`src/rtl/bcps_pkg.sv`:
```
// Shared types and constants for the baseline crossing polygon splitter.
package bcps_pkg;

    // Default coordinate width of points, vertices and the baseline
    localparam int COORD_BITS_DEF = 16;

    // Top-level sequencer states
    typedef enum logic [2:0] {
        ST_IDLE,
        ST_CALC,
        ST_FIX,
        ST_ADJ,
        ST_EMIT
    } bcps_state_t;

    // What an accepted point does to the polygon stream
    typedef enum logic [1:0] {
        KIND_FIRST,
        KIND_PASS,
        KIND_CROSS
    } bcps_kind_t;

    // Phases of the shared multiply/divide unit
    typedef enum logic [1:0] {
        MD_IDLE,
        MD_SUM,
        MD_MUL,
        MD_DIV
    } bcps_md_phase_t;

    // Status from the multiply/divide unit to the sequencer
    typedef struct packed {
        logic done;
        logic rem_nz;
    } bcps_md_stat_t;

endpackage

```
`src/rtl/bcps_alu.sv`:
```
// Shared adder/subtractor with carry out, reused for every arithmetic step of the multiply/divide unit.
module bcps_alu
    import bcps_pkg::*;
#(
    parameter int WIDTH = COORD_BITS_DEF + 2
)
(
    input  logic [WIDTH-1:0] a,
    input  logic [WIDTH-1:0] b,
    input  logic             sub,
    output logic [WIDTH:0]   res    // {carry, sum}; on sub, carry set means a >= b
);

    logic [WIDTH-1:0] b_op;

    // Invert the second operand and add one to subtract
    assign b_op = sub ? ~b : b;
    assign res  = {1'b0, a} + {1'b0, b_op} + {{WIDTH{1'b0}}, sub};

endmodule

```
`src/rtl/bcps_muldiv.sv`:
```
// Iterative unit: s = r1 + r2, m = r1 * adx by shift-add, then q = m / s by restoring division.
module bcps_muldiv
    import bcps_pkg::*;
#(
    parameter int COORD_BITS = COORD_BITS_DEF
)
(
    input  logic                  clk,
    input  logic                  rst_n,
    input  logic                  start,
    input  logic [COORD_BITS-1:0] r1,
    input  logic [COORD_BITS-1:0] r2,
    input  logic [COORD_BITS-1:0] adx,
    output logic [COORD_BITS-1:0] quot,
    output bcps_md_stat_t         stat
);

    localparam int N     = COORD_BITS;
    localparam int AW    = N + 2;
    localparam int CNT_W = $clog2(N);
    localparam logic [CNT_W-1:0] CNT_LAST = CNT_W'(N - 1);

    bcps_md_phase_t phase_reg, phase_next;
    logic [CNT_W-1:0] cnt_reg, cnt_next;
    logic             done_reg, done_next;
    logic [N-1:0]     r1_reg;
    logic [N:0]       s_reg;
    logic [N:0]       hi_reg;   // partial product high half, then remainder
    logic [N-1:0]     lo_reg;   // multiplier bits, product low half, then quotient

    logic [AW-1:0] alu_a, alu_b;
    logic          alu_sub;
    logic [AW:0]   alu_res;

    bcps_alu #(.WIDTH(AW)) u_alu (
        .a   (alu_a),
        .b   (alu_b),
        .sub (alu_sub),
        .res (alu_res)
    );

    // Sequence the phases
    always_comb
    begin
        phase_next = phase_reg;
        cnt_next   = cnt_reg;
        done_next  = 1'b0;
        case (phase_reg)
            MD_IDLE:
            begin
                if (start)
                begin
                    phase_next = MD_SUM;
                end
            end
            MD_SUM:
            begin
                phase_next = MD_MUL;
                cnt_next   = CNT_LAST;
            end
            MD_MUL:
            begin
                cnt_next = cnt_reg - 1'b1;
                if (cnt_reg == '0)
                begin
                    phase_next = MD_DIV;
                    cnt_next   = CNT_LAST;
                end
            end
            MD_DIV:
            begin
                cnt_next = cnt_reg - 1'b1;
                if (cnt_reg == '0)
                begin
                    phase_next = MD_IDLE;
                    done_next  = 1'b1;
                end
            end
            default:
            begin
                phase_next = MD_IDLE;
            end
        endcase
    end

    // Select the operands of the shared unit
    always_comb
    begin
        alu_a   = '0;
        alu_b   = '0;
        alu_sub = 1'b0;
        case (phase_reg)
            MD_SUM:
            begin
                alu_a = {2'b00, r1_reg};
                alu_b = {1'b0, hi_reg};
            end
            MD_MUL:
            begin
                alu_a = {1'b0, hi_reg};
                alu_b = lo_reg[0] ? {2'b00, r1_reg} : '0;
            end
            MD_DIV:
            begin
                alu_a   = {hi_reg, lo_reg[N-1]};
                alu_b   = {1'b0, s_reg};
                alu_sub = 1'b1;
            end
            default:
            begin
                alu_sub = 1'b0;
            end
        endcase
    end

    // Advance control state
    always_ff @(posedge clk or negedge rst_n)
    begin
        if (!rst_n)
        begin
            phase_reg <= MD_IDLE;
            cnt_reg   <= '0;
            done_reg  <= 1'b0;
        end
        else
        begin
            phase_reg <= phase_next;
            cnt_reg   <= cnt_next;
            done_reg  <= done_next;
        end
    end

    // Advance the working registers one step
    always_ff @(posedge clk)
    begin
        case (phase_reg)
            MD_IDLE:
            begin
                if (start)
                begin
                    r1_reg <= r1;
                    hi_reg <= {1'b0, r2};
                    lo_reg <= adx;
                end
            end
            MD_SUM:
            begin
                s_reg  <= alu_res[N:0];
                hi_reg <= '0;
            end
            MD_MUL:
            begin
                hi_reg <= {1'b0, alu_res[N:1]};
                lo_reg <= {alu_res[0], lo_reg[N-1:1]};
            end
            MD_DIV:
            begin
                hi_reg <= alu_res[AW] ? alu_res[N:0] : alu_a[N:0];
                lo_reg <= {lo_reg[N-2:0], alu_res[AW]};
            end
            default:
            begin
                hi_reg <= hi_reg;
            end
        endcase
    end

    assign quot        = lo_reg;
    assign stat.done   = done_reg;
    assign stat.rem_nz = |hi_reg;

endmodule

```
`src/rtl/baseline_crossing_polygon_splitter_core.sv`:
```
// Top level: point intake, crossing sequencer and vertex output of the polygon splitter.
//
// Usage:
//   Points enter on the s_ channel (s_tuser = first_point, s_tdata = {point_y, point_x}).
//   Polygon vertices leave on the m_ channel (m_tdata = {out_y, out_x},
//   m_tuser = {closed_above, closes_polygon}, m_tlast = last vertex of that point).
//   base_level is written through cfg_we / cfg_wdata while no point is in work.
// Timing:
//   One point is in work at a time; s_tready is low from the transfer of a point
//   until its last vertex has been taken.
//   A pass-through point and a curve start go straight to output; a baseline
//   crossing is first worked out by the shared adder: r1 + r2, then the
//   shift-add product, then the restoring divide for the crossing column.
// Reset:
//   Clears base_level to zero and forgets the previous point, so the next point
//   starts a curve.
// Stall:
//   m_tvalid and the vertex hold until m_tready; no new point is taken meanwhile.
module baseline_crossing_polygon_splitter_core
    import bcps_pkg::*;
#(
    parameter int COORD_BITS = COORD_BITS_DEF
)
(
    input  logic                                  clk,
    input  logic                                  rst_n,
    input  logic                                  cfg_we,
    input  logic [COORD_BITS-1:0]                 cfg_wdata,   // base_level
    input  logic                                  s_tvalid,
    output logic                                  s_tready,
    input  logic [((2*COORD_BITS+7)/8)*8-1:0]     s_tdata,     // point_x, point_y, zero pad
    input  logic                                  s_tuser,     // first_point
    output logic                                  m_tvalid,
    input  logic                                  m_tready,
    output logic [((2*COORD_BITS+7)/8)*8-1:0]     m_tdata,     // out_x, out_y, zero pad
    output logic [1:0]                            m_tuser,     // closes_polygon, closed_above
    output logic                                  m_tlast      // last_of_item
);

    localparam int N    = COORD_BITS;
    localparam int DW   = ((2 * N + 7) / 8) * 8;
    localparam logic signed [N-1:0] X_MAX = {1'b0, {(N-1){1'b1}}};

    bcps_state_t state_reg, state_next;
    bcps_kind_t  kind_reg, in_kind;

    logic signed [N-1:0] base_reg;
    logic                have_point_reg;
    logic signed [N-1:0] px_reg, py_reg, x0_reg;
    logic signed [N-1:0] c_reg;
    logic signed [N+1:0] w_reg;
    logic                above_reg, dxneg_reg;
    logic [1:0]          emit_idx_reg;

    logic signed [N-1:0] in_x, in_y;
    logic                in_take, new_curve, same_side, in_above;
    logic signed [N:0]   dy1, dy2, dxd;
    logic [N-1:0]        r1, r2, adx;
    logic                md_start;
    logic [N-1:0]        quot;
    bcps_md_stat_t       md_stat;
    logic signed [N+1:0] fl, w_next, w_adj;
    logic signed [N-1:0] cp1;
    logic                out_take, emit_last;
    logic signed [N-1:0] out_x, out_y;
    logic                closes_polygon, closed_above;

    assign in_x = $signed(s_tdata[N-1:0]);
    assign in_y = $signed(s_tdata[2*N-1:N]);

    // Classify the incoming point against the previous one
    assign new_curve = s_tuser || !have_point_reg;
    assign same_side = ((in_y > base_reg) && (py_reg > base_reg)) ||
                       ((in_y < base_reg) && (py_reg < base_reg)) ||
                       ((in_y == base_reg) && (py_reg == base_reg));
    assign in_above  = !((py_reg <= base_reg) && (in_y >= base_reg));

    always_comb
    begin
        if (new_curve)
        begin
            in_kind = KIND_FIRST;
        end
        else if (same_side)
        begin
            in_kind = KIND_PASS;
        end
        else
        begin
            in_kind = KIND_CROSS;
        end
    end

    // Distances to the baseline and column step
    assign dy1 = {py_reg[N-1], py_reg} - {base_reg[N-1], base_reg};
    assign dy2 = {in_y[N-1], in_y} - {base_reg[N-1], base_reg};
    assign dxd = {in_x[N-1], in_x} - {px_reg[N-1], px_reg};
    assign r1  = dy1[N] ? N'(-dy1) : dy1[N-1:0];
    assign r2  = dy2[N] ? N'(-dy2) : dy2[N-1:0];
    assign adx = dxd[N] ? N'(-dxd) : dxd[N-1:0];

    bcps_muldiv #(.COORD_BITS(N)) u_muldiv (
        .clk   (clk),
        .rst_n (rst_n),
        .start (md_start),
        .r1    (r1),
        .r2    (r2),
        .adx   (adx),
        .quot  (quot),
        .stat  (md_stat)
    );

    // Signed offset from the floored quotient, then truncate toward zero
    always_comb
    begin
        if (!dxneg_reg)
        begin
            fl = {2'b00, quot};
        end
        else if (md_stat.rem_nz)
        begin
            fl = ~{2'b00, quot};
        end
        else
        begin
            fl = -{2'b00, quot};
        end
    end
    assign w_next = {{2{x0_reg[N-1]}}, x0_reg} + fl;
    assign w_adj  = w_reg + {{(N+1){1'b0}}, (md_stat.rem_nz && w_reg[N+1])};
    assign cp1    = (c_reg == X_MAX) ? c_reg : c_reg + 1'b1;

    // Next-state logic
    always_comb
    begin
        state_next = state_reg;
        case (state_reg)
            ST_IDLE:
            begin
                if (s_tvalid)
                begin
                    state_next = (in_kind == KIND_CROSS) ? ST_CALC : ST_EMIT;
                end
            end
            ST_CALC:
            begin
                if (md_stat.done)
                begin
                    state_next = ST_FIX;
                end
            end
            ST_FIX:
            begin
                state_next = ST_ADJ;
            end
            ST_ADJ:
            begin
                state_next = ST_EMIT;
            end
            ST_EMIT:
            begin
                if (m_tready && emit_last)
                begin
                    state_next = ST_IDLE;
                end
            end
            default:
            begin
                state_next = ST_IDLE;
            end
        endcase
    end

    // Handshake and unit control outputs
    always_comb
    begin
        s_tready = 1'b0;
        m_tvalid = 1'b0;
        md_start = 1'b0;
        case (state_reg)
            ST_IDLE:
            begin
                s_tready = 1'b1;
                md_start = s_tvalid && (in_kind == KIND_CROSS);
            end
            ST_EMIT:
            begin
                m_tvalid = 1'b1;
            end
            default:
            begin
                s_tready = 1'b0;
            end
        endcase
    end

    assign in_take  = s_tvalid && s_tready;
    assign out_take = m_tvalid && m_tready;

    // Select the vertex for the current output slot
    always_comb
    begin
        out_x          = px_reg;
        out_y          = py_reg;
        closes_polygon = 1'b0;
        closed_above   = 1'b0;
        emit_last      = 1'b1;
        case (kind_reg)
            KIND_FIRST:
            begin
                if (emit_idx_reg == 2'd0)
                begin
                    out_y     = base_reg;
                    emit_last = 1'b0;
                end
            end
            KIND_CROSS:
            begin
                if (emit_idx_reg == 2'd0)
                begin
                    out_x          = c_reg;
                    out_y          = base_reg;
                    closes_polygon = 1'b1;
                    closed_above   = above_reg;
                    emit_last      = 1'b0;
                end
                else if (emit_idx_reg == 2'd1)
                begin
                    out_x     = cp1;
                    out_y     = base_reg;
                    emit_last = 1'b0;
                end
            end
            default:
            begin
                emit_last = 1'b1;
            end
        endcase
    end

    assign m_tdata = DW'({out_y, out_x});
    assign m_tuser = {closed_above, closes_polygon};
    assign m_tlast = emit_last;

    // Control registers
    always_ff @(posedge clk or negedge rst_n)
    begin
        if (!rst_n)
        begin
            state_reg      <= ST_IDLE;
            base_reg       <= '0;
            have_point_reg <= 1'b0;
            emit_idx_reg   <= '0;
            kind_reg       <= KIND_FIRST;
        end
        else
        begin
            state_reg <= state_next;
            if (cfg_we)
            begin
                base_reg <= $signed(cfg_wdata);
            end
            if (in_take)
            begin
                have_point_reg <= 1'b1;
                kind_reg       <= in_kind;
                emit_idx_reg   <= '0;
            end
            else if (out_take)
            begin
                emit_idx_reg <= emit_idx_reg + 1'b1;
            end
        end
    end

    // Point and crossing payload registers
    always_ff @(posedge clk)
    begin
        if (in_take)
        begin
            px_reg    <= in_x;
            py_reg    <= in_y;
            x0_reg    <= px_reg;
            above_reg <= in_above;
            dxneg_reg <= dxd[N];
        end
        if (state_reg == ST_FIX)
        begin
            w_reg <= w_next;
        end
        if (state_reg == ST_ADJ)
        begin
            c_reg <= w_adj[N-1:0];
        end
    end

endmodule

```
`config.mk`:
```
export PLATFORM = sky130hd
export DESIGN_NAME = baseline_crossing_polygon_splitter_core
export DESIGN_NICKNAME = d
export VERILOG_FILES = /design/src/rtl/bcps_pkg.sv /design/src/rtl/bcps_alu.sv /design/src/rtl/bcps_muldiv.sv /design/src/rtl/baseline_crossing_polygon_splitter_core.sv
export SDC_FILE = /design/constraint.sdc
export NUM_CORES = 1
export LEC_CHECK = 0
export ABC_AREA = 1
export BUFFER_PORTS_ARGS = -buffer_cell sky130_fd_sc_hd__buf_2
export CORE_MARGIN = 2
export CORE_UTILIZATION = 64
export CTS_BUF_LIST = sky130_fd_sc_hd__clkbuf_8
export CTS_CLUSTER_SIZE = 25
export DETAILED_ROUTE_END_ITERATION = 10
export PLACE_DENSITY = 0.93
export SKIP_CTS_REPAIR_TIMING = 1
export SLEW_MARGIN = 15
export SYNTH_ARGS = -nofsm -noshare
export SYNTH_HDL_FRONTEND = slang
export SYNTH_SLANG_ARGS = --single-unit
```
`constraint.sdc`:
```
create_clock -name clk -period 5.3 [get_ports clk]
set_clock_uncertainty 0.15 [all_clocks]
set_input_delay 1.325 -clock clk [delete_from_list [all_inputs] [get_ports clk]]
set_output_delay 1.325 -clock clk [all_outputs]
set_load 0.05 [all_outputs]
```
# After elaboration in Yosys (flattened, before gate mapping)
# Index checks and enable logic that the tools add are counted.
# word_totals
inputBits	54
reg_bits	181
output_inout_bits	37
word_cells	138
# op_classes
n_reduce_logical	27
eq_ne	19
n_addsub	14
order_cmp	6
bitwise	2
n_mux	51
# op_table
cell	count
16-bit 2-to-1 mux	12
18-bit one-hot mux with 3 select lines	2
17-bit one-hot mux with 4 select lines	1
18-bit 2-to-1 mux	3
16-bit by 16-bit subtractor with 17-bit output	3
16-bit negator	3
16-bit one-hot mux with 3 select lines	1
17-bit 2-to-1 mux	2
16-bit == test	2
16-bit greater-than comparator	2
16-bit less-than comparator	2
16-bit one-hot mux with 2 select lines	1
18-bit by 18-bit adder with 19-bit output	1
19-bit by 1-bit adder with 19-bit output	1
18-bit adder	1
16-bit negator with 18-bit output	1
16-bit NOT with 18-bit output	1
18-bit NOT	1
17-bit OR reduction	1
16-bit by 1-bit adder with 16-bit output	1
16-bit by 1-bit adder with 16-bit output, second input constant	1
16-bit == test, second input constant	1
16-bit greater-or-equal comparator	1
16-bit less-or-equal comparator	1
other kinds (27)	73

# Depth between registers and ports, before layout
# depth
depth_word	11
depth_mapped	26
depth_no_buf	24

# Hierarchy
# A second synthesis with hierarchy kept.
# hier_totals
cells_unflattened	2224
hier_area_um2	15811.4
# modules_own_cells
mod	seq_area_each_um2	area_per_inst_um2	cells_each	instances
baseline_crossing_polygon_splitter_core	3093.0	10503.8	1529	1
bcps_muldiv	2157.1	4110.2	488	1
bcps_alu	0.0	1197.4	207	1

# Least setup slack after synthesis
# OpenSTA, ideal clock, no wires.
# synth_path
kind	reg-to-output
start	register emit_idx_reg[0]
end	output port m_tdata[21]
t_required_ns	3.825
arrival_ns	3.193
slack_ns	0.632
path_stages_with_launch	10
path_buffers	2
cell_sequence	dfrtp_1 > inv_1 > ha_1 > clkbuf_1 > nor2_2 > nor2_1 > a21oi_1 > inv_1 > clkbuf_1 > a21oi_1
# synth_between
elab_chain_len	4
word_cells_on_any_way	6
classes_between	eq/ne: 1; mux: 4; reduce/logical: 1
# synth_rtl
element	line_no	source
start: declaration	baseline_crossing_polygon_splitter_core.sv:53	logic [1:0] emit_idx_reg;
start signal: assignment	baseline_crossing_polygon_splitter_core.sv:271	emit_idx_reg <= emit_idx_reg + 1'b1;
2-bit by 1-bit == test with 1-bit output	baseline_crossing_polygon_splitter_core.sv:227	else if (emit_idx_reg == 2'd1)
16-bit 2-to-1 mux	baseline_crossing_polygon_splitter_core.sv:227	
16-bit 2-to-1 mux	baseline_crossing_polygon_splitter_core.sv:219	if (emit_idx_reg == 2'd0)
16-bit one-hot mux with 2 select lines (*)	baseline_crossing_polygon_splitter_core.sv:208	case (kind_reg)
end: declaration	baseline_crossing_polygon_splitter_core.sv:35	output logic [((2*COORD_BITS+7)/8)*8-1:0] m_tdata,
# Mark *: on every way between the ends. The rest lies on a longest branch, timed or not.

# Worst setup path in the final report
# layout_path
start	register kind_reg[0]
end	output port m_tdata[17]
# layout_between
elab_chain_len	2
word_cells_on_any_way	3
classes_between	eq/ne: 1; mux: 1; reduce/logical: 1
# layout_rtl
element	line_no	source
start: declaration	baseline_crossing_polygon_splitter_core.sv:45	bcps_kind_t kind_reg, in_kind;
start signal: assignment	baseline_crossing_polygon_splitter_core.sv:266	kind_reg <= in_kind;
2-bit == test or 2-bit logical NOT (tied branches)	baseline_crossing_polygon_splitter_core.sv:208	
16-bit one-hot mux with 2 select lines (*)	baseline_crossing_polygon_splitter_core.sv:208	
# Marks and branches as above.

==> flow_summary.json <==
{
  "synth_compound_area_share_pct": 13.2,
  "synth-xor-area-share_pct": 7.56,
  "r2r_cells": 20,
  "tightest_slew_ns": 1.18,
  "hold_path_end": "x0_reg[3]",
  "drive_gt1_share_pct": 8.86,
  "layout_commonest_cell": "nand2_1",
  "grt_remaining_overflow": 0,
  "setup_viol": 0,
  "critPathKind": "reg2out",
  "fillers": 1879,
  "seq_area_frac_synth_pct": 34.9,
  "syn_inst": 2011,
  "nets": 2242,
  "synth_area_per_cell_um2": 7.47,
  "hpwl_mm": 33.4,
  "rsz0062_at_grt": "false",
  "yosys.area.top_type_share_pct": 29.8,
  "synth_top_area_cell": "edfxtp_1",
  "holdPathStages": 0,
  "port_buffers": 90,
  "r2r-start": "u_muldiv.phase_reg[0]",
  "stdcell_count": 2419,
  "die_w_um": 157,
  "ys_top_cells_by_area": "edfxtp_1, nand2_1, ha_1",
  "leakage_nw": 7.73,
  "clock_latency_ns": 0.50,
  "routed_wl_mm": 42.9,
  "synth-simple-area-share_pct": 26.2,
  "ys_warn_count": 0,
  "drtPass1Iterations": 6,
  "ys_types": 51,
  "grt_pass1_wl_mm": 68.9,
  "path_max_fanout": 30,
  "cts_max_path_buffers": 2,
  "ys_ff_latch": 180,
  "tns_ns": 0,
  "initial_core_util_pct": 64.6,
  "synth_top_family_by_area": "simple AND/OR/NAND/NOR gates",
  "clkTransAtPathRegs_ns": 0.11,
  "power_mw": 10.2,
  "syn_nets": 2167,
  "cp-startpoint": "kind_reg[0]",
  "ys.flop_type": "edfxtp_1",
  "cp.arrival_ns": 3.30,
  "synth_edf_count": 149,
  "cellPowerDensity_mw_per_mm2": 629,
  "period_share_pct": 90.1,
  "max_freq_mhz": 209,
  "min_period_ns": 4.78,
  "drc": 0,
  "grt_use_total_pct": 35.6,
  "cts_made_buffers": 17,
  "hold_class": "reg2reg",
  "num_vias": 14600,
  "maxSlewViolCount": 0,
  "wl_per_cell_um": 17.7,
  "min_from": "px_reg[3]",
  "cp.required_ns": 3.83,
  "cap_viol_max_count": 0,
  "pre_cts_slack_ns": 0.844,
  "avgViaCountPerCell": 6.02,
  "area_growth_pct": 7.47,
  "grt_max_degree": 53,
  "worst_slack_ns": 0.522,
  "r2r-end": "u_muldiv.hi_reg[8]",
  "synthMuxAreaShare_pct": 0.0750,
  "grt_pass1_vias": 14000,
  "final_cell_mix": "nand2_1, inv_1, edfxtp_1",
  "status": "finished clean",
  "dieArea_mm2": 0.0247,
  "crit_path_end_kind": "output pin",
  "cp-start-kind": "register",
  "die_y_um": 157,
  "numClockSinks": 180,
  "postRouteAntennaNets": 0,
  "cts_tree": "done",
  "dpl.cell_count": 2386,
  "gp_congestion": 1.04,
  "hold_viol_final": 0,
  "core_area_mm2": 0.0233,
  "antenna_found_initial": 1,
  "boundaryPins": 91,
  "htree_levels": 4,
  "core.rowCount": 56,
  "drt-initial-drc-count": 1764,
  "root_buffer": "clkbuf_8",
  "async_flop_share_pct": 17.2,
  "slew_headroom_pct": 21.1,
  "ff2ff_setup_slack_ns": 0.63,
  "peakVddDrop_mv": 0.562,
  "synth_area_mm2": 0.0150,
  "synthAdderAreaFrac_pct": 8.74
}
## metal layers
metal,GRT usage [%],up-vias,share of wire [%]
li1,-,6869,-
met1,43.6,6646,39
met2,58.3,875,46
met3,7.93,166,9.6
met4,19.6,0,5.8
met5,0,-,0
## synthesized netlist by cell type, drive strengths merged, types with 6 or more instances
| cell | count |
|---|---|
| nand2 | 546 |
| inv | 310 |
| nor2 | 151 |
| edfxtp | 149 |
| nand3 | 134 |
| a21oi | 108 |
| o21ai | 102 |
| xor2 | 101 |
| ha | 97 |
| nor3 | 38 |
| o211ai | 35 |
| o221ai | 32 |
| dfrtp | 31 |
| nand4 | 30 |
| xnor2 | 27 |
| clkbuf | 24 |
| buf | 23 |
| o22ai | 11 |
| o21bai | 9 |
| nand3b | 8 |
| a22oi | 7 |
| nor4 | 6 |
## power breakdown
| part | internal (mW) | switching (mW) |
|---|---|---|
| Sequential | 2.28 | 0.243 |
| Combinational | 1.97 | 4.73 |
| Clock | 0.391 | 0.546 |
## logic make-up after synthesis
kind of cell               Yosys count
AOI/OAI and AO/OA                  327
xor gates and xnor gates           128
adders and majority gates          102
buffers and inverters              357
DFF                                180
muxes                                1
and+or+nand+nor                    916
## critical path: stages, from the launching register on
cell and delay, ns:
dfrtp_1 0.42, nor2_1 0.11, buf_4 0.22, inv_1 0.30, nor2_1 0.33, a21oi_1 0.07, buf_4 0.18, inv_1 0.59
nor2_1 0.10, a21oi_1 0.17, buf_2 0.29
## per-stage QoR
step	hold WS, ns	instance area, um^2	util, %
final	0.323	16100	69.4
after global routing	0.354	16100	69.4
after CTS	0.329	16100	69.4
after detailed placement	0.295	15800	67.8
after global placement	0.286	15800	67.8
after floorplan	0.276	15000	-
## how the worst max path moves through the flow
stage / endpoint
global route: m_tdata[21]
CTS: m_tdata[17]
detailed placement: u_muldiv.quot[1]
floorplan: m_tdata[21]
global placement: u_muldiv.quot[2]
finish: m_tdata[17]
## area by class of cell
type	count	area [um^2]	area share [%]
Sequential cell	180	5250	32.5
Antenna cell	1	2.50	0.0155
Clock inverter	14	124	0.767
Clock buffer	18	248	1.53
Inverter	310	1160	7.21
Multi-Input combinational cell	1474	8400	52.0
Timing Repair Buffer	103	561	3.47
Tap cell	319	399	2.47
Note: power is estimated with default switching activity, not from simulation.
